<file path="src/rtl/sm83_pkg.sv">
// Shared types and operation codes for the SM83 ALU block.
package sm83_pkg;

   typedef enum logic [4:0] {
      OP_ADD    = 5'd0,
      OP_ADC    = 5'd1,
      OP_SUB    = 5'd2,
      OP_SBC    = 5'd3,
      OP_AND    = 5'd4,
      OP_XOR    = 5'd5,
      OP_OR     = 5'd6,
      OP_CP     = 5'd7,
      OP_INC    = 5'd8,
      OP_DEC    = 5'd9,
      OP_DAA    = 5'd10,
      OP_CPL    = 5'd11,
      OP_SCF    = 5'd12,
      OP_CCF    = 5'd13,
      OP_RLCA   = 5'd14,
      OP_RLA    = 5'd15,
      OP_RRCA   = 5'd16,
      OP_RRA    = 5'd17,
      OP_RLC    = 5'd18,
      OP_RL     = 5'd19,
      OP_RRC    = 5'd20,
      OP_RR     = 5'd21,
      OP_SLA    = 5'd22,
      OP_SRA    = 5'd23,
      OP_SRL    = 5'd24,
      OP_SWAP   = 5'd25,
      OP_BIT    = 5'd26,
      OP_RES    = 5'd27,
      OP_SET    = 5'd28,
      OP_ADD16  = 5'd29,
      OP_ADDSP  = 5'd30
   } op_type;

   typedef struct packed {
      logic z;
      logic n;
      logic h;
      logic c;
   } flags_type;

   typedef struct packed {
      logic [4:0]  op;
      logic [15:0] operand_a;
      logic [15:0] operand_b;
      logic [2:0]  bit_index;
      flags_type   flags_in;
   } alu_req_type;

   typedef struct packed {
      logic [15:0] value_out;
      flags_type   flags_out;
      logic        writes_value;
   } alu_rsp_type;

endpackage

</file>
<file path="src/rtl/sm83_alu.sv">
// Combinational SM83 ALU: one operation, value and new Z N H C flags.
module sm83_alu
   import sm83_pkg::*;
(
   input  alu_req_type req,
   output alu_rsp_type rsp
);

   logic [7:0]  a;
   logic [7:0]  b;
   logic        cin;
   logic        use_c;
   logic [8:0]  sum9;
   logic [4:0]  hsum5;
   logic [8:0]  dif9;
   logic [4:0]  hdif5;
   logic [7:0]  daa_r;
   logic        daa_c;
   logic [7:0]  sh_v;
   logic        sh_c;
   logic [7:0]  bit_mask;
   logic [16:0] sum17;
   logic [12:0] sum13;
   logic [15:0] sp_sum;
   logic [8:0]  sp_lo9;
   logic [4:0]  sp_h5;
   logic [7:0]  v8;
   flags_type   fi;

   assign a   = req.operand_a[7:0];
   assign b   = req.operand_b[7:0];
   assign fi  = req.flags_in;
   assign cin = fi.c;
   assign use_c = ((req.op == OP_ADC) || (req.op == OP_SBC)) ? cin : 1'b0;

   assign sum9  = {1'b0, a} + {1'b0, b} + {8'd0, use_c};
   assign hsum5 = {1'b0, a[3:0]} + {1'b0, b[3:0]} + {4'd0, use_c};
   // top bit is the borrow
   assign dif9  = {1'b0, a} - {1'b0, b} - {8'd0, use_c};
   assign hdif5 = {1'b0, a[3:0]} - {1'b0, b[3:0]} - {4'd0, use_c};

   assign bit_mask = 8'd1 << req.bit_index;

   assign sum17  = {1'b0, req.operand_a} + {1'b0, req.operand_b};
   assign sum13  = {1'b0, req.operand_a[11:0]} + {1'b0, req.operand_b[11:0]};
   assign sp_sum = req.operand_a + {{8{b[7]}}, b};
   assign sp_lo9 = {1'b0, req.operand_a[7:0]} + {1'b0, b};
   assign sp_h5  = {1'b0, req.operand_a[3:0]} + {1'b0, b[3:0]};

   // decimal adjust, low byte arithmetic is enough
   always_comb begin
      daa_r = a;
      daa_c = cin;
      if (!fi.n) begin
         if (cin || (a > 8'h99)) begin
            daa_r = daa_r + 8'h60;
            daa_c = 1'b1;
         end
         if (fi.h || (daa_r[3:0] > 4'd9)) begin
            daa_r = daa_r + 8'h06;
         end
      end else begin
         if (cin) begin
            daa_r = daa_r - 8'h60;
         end
         if (fi.h) begin
            daa_r = daa_r - 8'h06;
         end
      end
   end

   // rotates, shifts and nibble swap, accumulator forms share the prefixed ones
   always_comb begin
      unique case (req.op)
         OP_RLCA, OP_RLC: begin
            sh_c = a[7];
            sh_v = {a[6:0], a[7]};
         end
         OP_RLA, OP_RL: begin
            sh_c = a[7];
            sh_v = {a[6:0], cin};
         end
         OP_RRCA, OP_RRC: begin
            sh_c = a[0];
            sh_v = {a[0], a[7:1]};
         end
         OP_RRA, OP_RR: begin
            sh_c = a[0];
            sh_v = {cin, a[7:1]};
         end
         OP_SLA: begin
            sh_c = a[7];
            sh_v = {a[6:0], 1'b0};
         end
         OP_SRA: begin
            sh_c = a[0];
            sh_v = {a[7], a[7:1]};
         end
         OP_SRL: begin
            sh_c = a[0];
            sh_v = {1'b0, a[7:1]};
         end
         default: begin
            sh_c = 1'b0;
            sh_v = {a[3:0], a[7:4]};
         end
      endcase
   end

   always_comb begin
      v8                = 8'd0;
      rsp.value_out     = 16'd0;
      rsp.flags_out     = fi;
      rsp.writes_value  = 1'b1;
      unique case (req.op)
         OP_ADD, OP_ADC: begin
            v8 = sum9[7:0];
            rsp.flags_out = '{z: (v8 == 8'd0), n: 1'b0, h: hsum5[4], c: sum9[8]};
         end
         OP_SUB, OP_SBC, OP_CP: begin
            v8 = (req.op == OP_CP) ? 8'd0 : dif9[7:0];
            rsp.writes_value = (req.op != OP_CP);
            rsp.flags_out = '{z: (dif9[7:0] == 8'd0), n: 1'b1, h: hdif5[4], c: dif9[8]};
         end
         OP_AND: begin
            v8 = a & b;
            rsp.flags_out = '{z: (v8 == 8'd0), n: 1'b0, h: 1'b1, c: 1'b0};
         end
         OP_XOR, OP_OR: begin
            v8 = (req.op == OP_XOR) ? (a ^ b) : (a | b);
            rsp.flags_out = '{z: (v8 == 8'd0), n: 1'b0, h: 1'b0, c: 1'b0};
         end
         OP_INC: begin
            v8 = a + 8'd1;
            rsp.flags_out = '{z: (v8 == 8'd0), n: 1'b0, h: (a[3:0] == 4'hF), c: cin};
         end
         OP_DEC: begin
            v8 = a - 8'd1;
            rsp.flags_out = '{z: (v8 == 8'd0), n: 1'b1, h: (a[3:0] == 4'h0), c: cin};
         end
         OP_DAA: begin
            v8 = daa_r;
            rsp.flags_out = '{z: (v8 == 8'd0), n: fi.n, h: 1'b0, c: daa_c};
         end
         OP_CPL: begin
            v8 = ~a;
            rsp.flags_out = '{z: fi.z, n: 1'b1, h: 1'b1, c: cin};
         end
         OP_SCF: begin
            rsp.writes_value = 1'b0;
            rsp.flags_out = '{z: fi.z, n: 1'b0, h: 1'b0, c: 1'b1};
         end
         OP_CCF: begin
            rsp.writes_value = 1'b0;
            rsp.flags_out = '{z: fi.z, n: 1'b0, h: 1'b0, c: ~cin};
         end
         OP_RLCA, OP_RLA, OP_RRCA, OP_RRA: begin
            v8 = sh_v;
            rsp.flags_out = '{z: 1'b0, n: 1'b0, h: 1'b0, c: sh_c};
         end
         OP_RLC, OP_RL, OP_RRC, OP_RR, OP_SLA, OP_SRA, OP_SRL, OP_SWAP: begin
            v8 = sh_v;
            rsp.flags_out = '{z: (v8 == 8'd0), n: 1'b0, h: 1'b0, c: sh_c};
         end
         OP_BIT: begin
            rsp.writes_value = 1'b0;
            rsp.flags_out = '{z: ((a & bit_mask) == 8'd0), n: 1'b0, h: 1'b1, c: cin};
         end
         OP_RES: begin
            v8 = a & ~bit_mask;
         end
         OP_SET: begin
            v8 = a | bit_mask;
         end
         OP_ADD16: begin
         end
         OP_ADDSP: begin
         end
         default: begin
            rsp.writes_value = 1'b0;
         end
      endcase

      if (req.op == OP_ADD16) begin
         rsp.value_out = sum17[15:0];
         rsp.flags_out = '{z: fi.z, n: 1'b0, h: sum13[12], c: sum17[16]};
      end else if (req.op == OP_ADDSP) begin
         rsp.value_out = sp_sum;
         rsp.flags_out = '{z: 1'b0, n: 1'b0, h: sp_h5[4], c: sp_lo9[8]};
      end else begin
         rsp.value_out = {8'd0, v8};
      end
   end

endmodule

</file>
<file path="src/rtl/sm83_alu_with_flags_top.sv">
// Top level of the SM83 ALU: input register, ALU, result register.
//
//   channel   direction  payload        handshake
//   req_      in         alu_req_type   req_valid / req_stall
//   rsp_      out        alu_rsp_type   rsp_valid / rsp_stall
//
// An accepted request beat passes through the input register, then the result
// register, before its response beat. One beat per cycle while rsp_stall is low.
// Reset (synchronous) clears both valid bits; payload registers are not reset.
// rsp_stall backs up through both stages; req_stall rises only when the input
// register holds a beat that cannot move into a stalled result register.
module sm83_alu_with_flags_top
   import sm83_pkg::*;
(
   input  logic        clock,
   input  logic        reset,
   input  logic        req_valid,
   output logic        req_stall,
   input  alu_req_type req_data,
   output logic        rsp_valid,
   input  logic        rsp_stall,
   output alu_rsp_type rsp_data
);

   logic        in_valid_ff;
   logic        in_valid_in;
   alu_req_type in_data_ff;
   logic        out_valid_ff;
   logic        out_valid_in;
   alu_rsp_type out_data_ff;
   alu_rsp_type alu_rsp;
   logic        out_load;
   logic        in_load;

   assign out_load  = !out_valid_ff || !rsp_stall;
   assign req_stall = in_valid_ff && !out_load;
   assign in_load   = req_valid && !req_stall;

   assign in_valid_in  = in_load ? 1'b1 : (in_valid_ff && !out_load);
   assign out_valid_in = out_load ? in_valid_ff : out_valid_ff;

   sm83_alu u_alu (
      .req (in_data_ff),
      .rsp (alu_rsp)
   );

   always_ff @(posedge clock) begin
      if (reset) begin
         in_valid_ff  <= 1'b0;
         out_valid_ff <= 1'b0;
      end else begin
         in_valid_ff  <= in_valid_in;
         out_valid_ff <= out_valid_in;
      end
   end

   always_ff @(posedge clock) begin
      if (in_load) begin
         in_data_ff <= req_data;
      end
      if (out_load && in_valid_ff) begin
         out_data_ff <= alu_rsp;
      end
   end

   assign rsp_valid = out_valid_ff;
   assign rsp_data  = out_data_ff;

endmodule
</file>
<file path="config.mk">
export PLATFORM = sky130hd
export DESIGN_NAME = sm83_alu_with_flags_top
export DESIGN_NICKNAME = d
export VERILOG_FILES = /design/src/rtl/sm83_pkg.sv /design/src/rtl/sm83_alu.sv /design/src/rtl/sm83_alu_with_flags_top.sv
export SDC_FILE = /design/constraint.sdc
export NUM_CORES = 1
export LEC_CHECK = 0
export ABC_AREA = 1
export BUFFER_PORTS_ARGS = -buffer_cell sky130_fd_sc_hd__buf_2
export CORE_MARGIN = 2
export CORE_UTILIZATION = 60
export CTS_BUF_LIST = sky130_fd_sc_hd__clkbuf_2
export CTS_CLUSTER_SIZE = 30
export DETAILED_ROUTE_END_ITERATION = 6
export GPL_TIMING_DRIVEN = 0
export PLACE_DENSITY = 0.81
export SYNTH_ARGS = -nofsm -noshare
export SYNTH_HDL_FRONTEND = slang
export SYNTH_SLANG_ARGS = --single-unit
</file>
<file path="constraint.sdc">
create_clock -name clock -period 8.9 [get_ports clock]
set_clock_uncertainty 0.15 [all_clocks]
set_input_delay 0 -clock clock [delete_from_list [all_inputs] [get_ports clock]]
set_output_delay 0 -clock clock [all_outputs]
set_load 0.05 [all_outputs]
</file>
==> results.ini <==
[yosys]
synthTopCellsByCount = 272 x nand2_1, 117 x inv_1, 102 x nor2_1
syn_area_mm2 = 0.00684
ys_types = 47
synth-compound-area-share_pct = 13.6
synth_top_family_by_area = simple AND/OR/NAND/NOR gates
synth_top_cell_by_area = edfxtp_1
synth.yosys.warnings = 0
synth-simple-area-share_pct = 34.0
synth_edf_count = 65
syn-num-nets = 1105
ys.flop_type = edfxtp_1
yosysMostFrequentCell = nand2_1
ys_ff_latch = 67
async_flop_share_pct = 0
synth_fa_ha_area_share_pct = 11.5
synth_top_area_share_pct = 28.5
synthTopCellsByArea = edfxtp_1 29%, nand2_1 15%, ha_1 11%
netlist_instances = 996
avgSynthCellArea_um2 = 6.87
synthMuxAreaShare_pct = 0
synth_xor_xnor_area_share_pct = 3.46
synth.yosys.seq_area_share_pct = 29.1

[layout]
final_layout_size_suffix_gt1_share_pct = 10.5
regArea_mm2 = 0.00199
fin_util_pct = 76.7
area_growth_pct = 23.1
fillers = 806
multi_input_area_mm2 = 0.00428
layout.nets = 1281

[route]
met1_length_um = 10000
drtIter0Drc = 1904
met3_length_um = 4470
dr.max_layer_used = met4
first_pass_iters = 7
remaining_drc_errors = 77
num_vias = 8549
wl_um = 27800
detail_route.vias_per_cell = 6.49
ant_nets = 0
avgRoutedWirePerCell_um = 21.1
wl_met2_um = 11500

[placement]
io_buffers = 70
pre_cts_ws_ps = 4940
globalplace.congestion = 1.06
dpl.hpwl_um = 18000

[worst_setup_path]
cpMostUsedCell = nand2_1
arrival_ps = 4480
critPathMaxStageDelay_ps = 710
reg2reg_to = rsp_data[8]
r2r_start = in_data_ff[24]
crit_chain = clkbuf_1, inv_1, ha_1, o21ai_0, nand2_1, nand2_1, nand2_1, nand2_1, nand2_1, nand2_1, o22ai_1, nor4_1, nand4_1
slowest_stage = edfxtp_1
critical_path_required_ps = 9120
r2r_setup_slack_ps = 4640
worstSetupPathType = register to register
path_max_fanout = 13
startpoint = in_data_ff[24]
endpoint_kind = register
reg2regPathDepth = 13
crit_end = rsp_data[8]
startpoint_type = register

[worst_hold_path]
min_path_cells = 3
hold_class = input port to register

[global_route]
grt-ovfl-total = 0
grtUsageTotal_pct = 44.7
grt_max_degree = 45
grt_pass1_wl_um = 43100
antenna_found_initial = 0
grt_pass1_vias = 8051

[power]
power_density_mw_per_mm2 = 119
p_leak_nw = 4.00
power.total_mw = 1.00
peakVddDrop_mv = 0.0997

[sta]
tightest_slew_ps = 1110
slew_viol_final = 0
fmax_mhz = 235
hold_viol_final = 0
slew_headroom_pct = 26.0
fin_crit_ps = 4260
final.period_utilization_pct = 47.8
layout_setup_ws_ps = 4640
setup-tns-final_ps = 0
hold_ws_ps = 194
setup_viol = 0
rsz0062_at_grt = false

[cts]
cts_resized = 0
root_buffer = clkbuf_2
cts_hold_buffers = 94
cts_tree = done
clockBufferDepth = 2
numCtsBuffers = 9
clock-sinks = 67
cts_setup_buffers = 0
clkTransAtPathRegs_ps = 260
worstSkewPairLatency_ps = 640
cts_max_level = 3

[outcome]
status = finished with violations
violations = DRC

[job]
cap_viol_max_count = 0

[floorplan]
coreArea_mm2 = 0.0110
die_area_mm2 = 0.0123
fp.dieW_um = 111
num_rows = 38
die_h_um = 111
initial_core_util_pct = 62.3
io_pins = 71

## critical path, delay by kind of cell (launching register included)
| family | cells | cell delay (ps) |
|---|---|---|
| AND/OR/NAND/NOR | 8 | 1420 |
| buffers and inverters | 2 | 1030 |
| flip-flops | 1 | 710 |
| adder cells (fa/ha/maj) | 1 | 390 |
| AO/OA/AOI/OAI | 2 | 320 |
## placed cells by master, fill, tap and decap left out, types with 38 or more instances in the layout
master         synthesis  routed
nand2_1              272     272
ha_1                  58      58
o21ai_0               38      38
inv_1                117     116
nor2_1               102     102
buf_2                  8      78
edfxtp_1              65      65
nand3_1               98      98
dlygate4sd3_1          0      94
a21oi_1               51      50
## layout make-up
type,instances,share of cell area (%)
antenna,1,0.0297
buffer,17,1.01
multi-input combinational,783,50.9
tap,140,2.08
clock buffer,11,0.654
clock inverter,5,0.446
timing repair buffer,165,15.5
sequential,67,23.7
inverter,129,5.75
## sequential cells by signal (all words and copies together), names as in the netlist
signal	flops
in_data_ff	44
in_valid_ff	1
rsp_data	21
rsp_valid	1
## cell families (layout without fill, tap and decap cells)
family	Yosys count	count (layout)
compound gates	155	155
xor+xnor	27	27
fa+ha+maj	61	61
buf+inv	146	327
flops	67	67
other cells	0	1
simple gates	540	540
## routing by layer
layer  global-route usage [%]  vias up
met5                        0        -
met4                     23.8        0
met3                     15.6      212
met2                     66.8      849
met1                     56.9     3749
li1                         -     3739
## per-stage QoR
| step | instance area (um^2) | std cells |
|---|---|---|
| after floorplan | 6840 | 996 |
| after global placement | 7370 | 1206 |
| after detailed placement | 7380 | 1207 |
| after CTS | 8420 | 1317 |
| after global routing | 8420 | 1317 |
| final | 8420 | 1318 |
## worst min path at each step
stage                 startpoint             end  slack (ps)
finish                 rsp_stall    rsp_data[17]         190
CTS                    rsp_stall    rsp_data[17]         170
global placement           reset       rsp_valid          20
detailed placement  req_data[25]  in_data_ff[25]          30
global route           rsp_stall    rsp_data[17]         210
floorplan                  reset     in_valid_ff         -80
## power breakdown
group / internal, mW / total, mW / switching (mW)
combinational: 0.140 / 0.428 / 0.288
sequential: 0.371 / 0.388 / 0.0172
clock: 0.0404 / 0.187 / 0.147
total: 0.551 / 1.00 / 0.453
No activity file was read; power rests on OpenSTA's default activity.
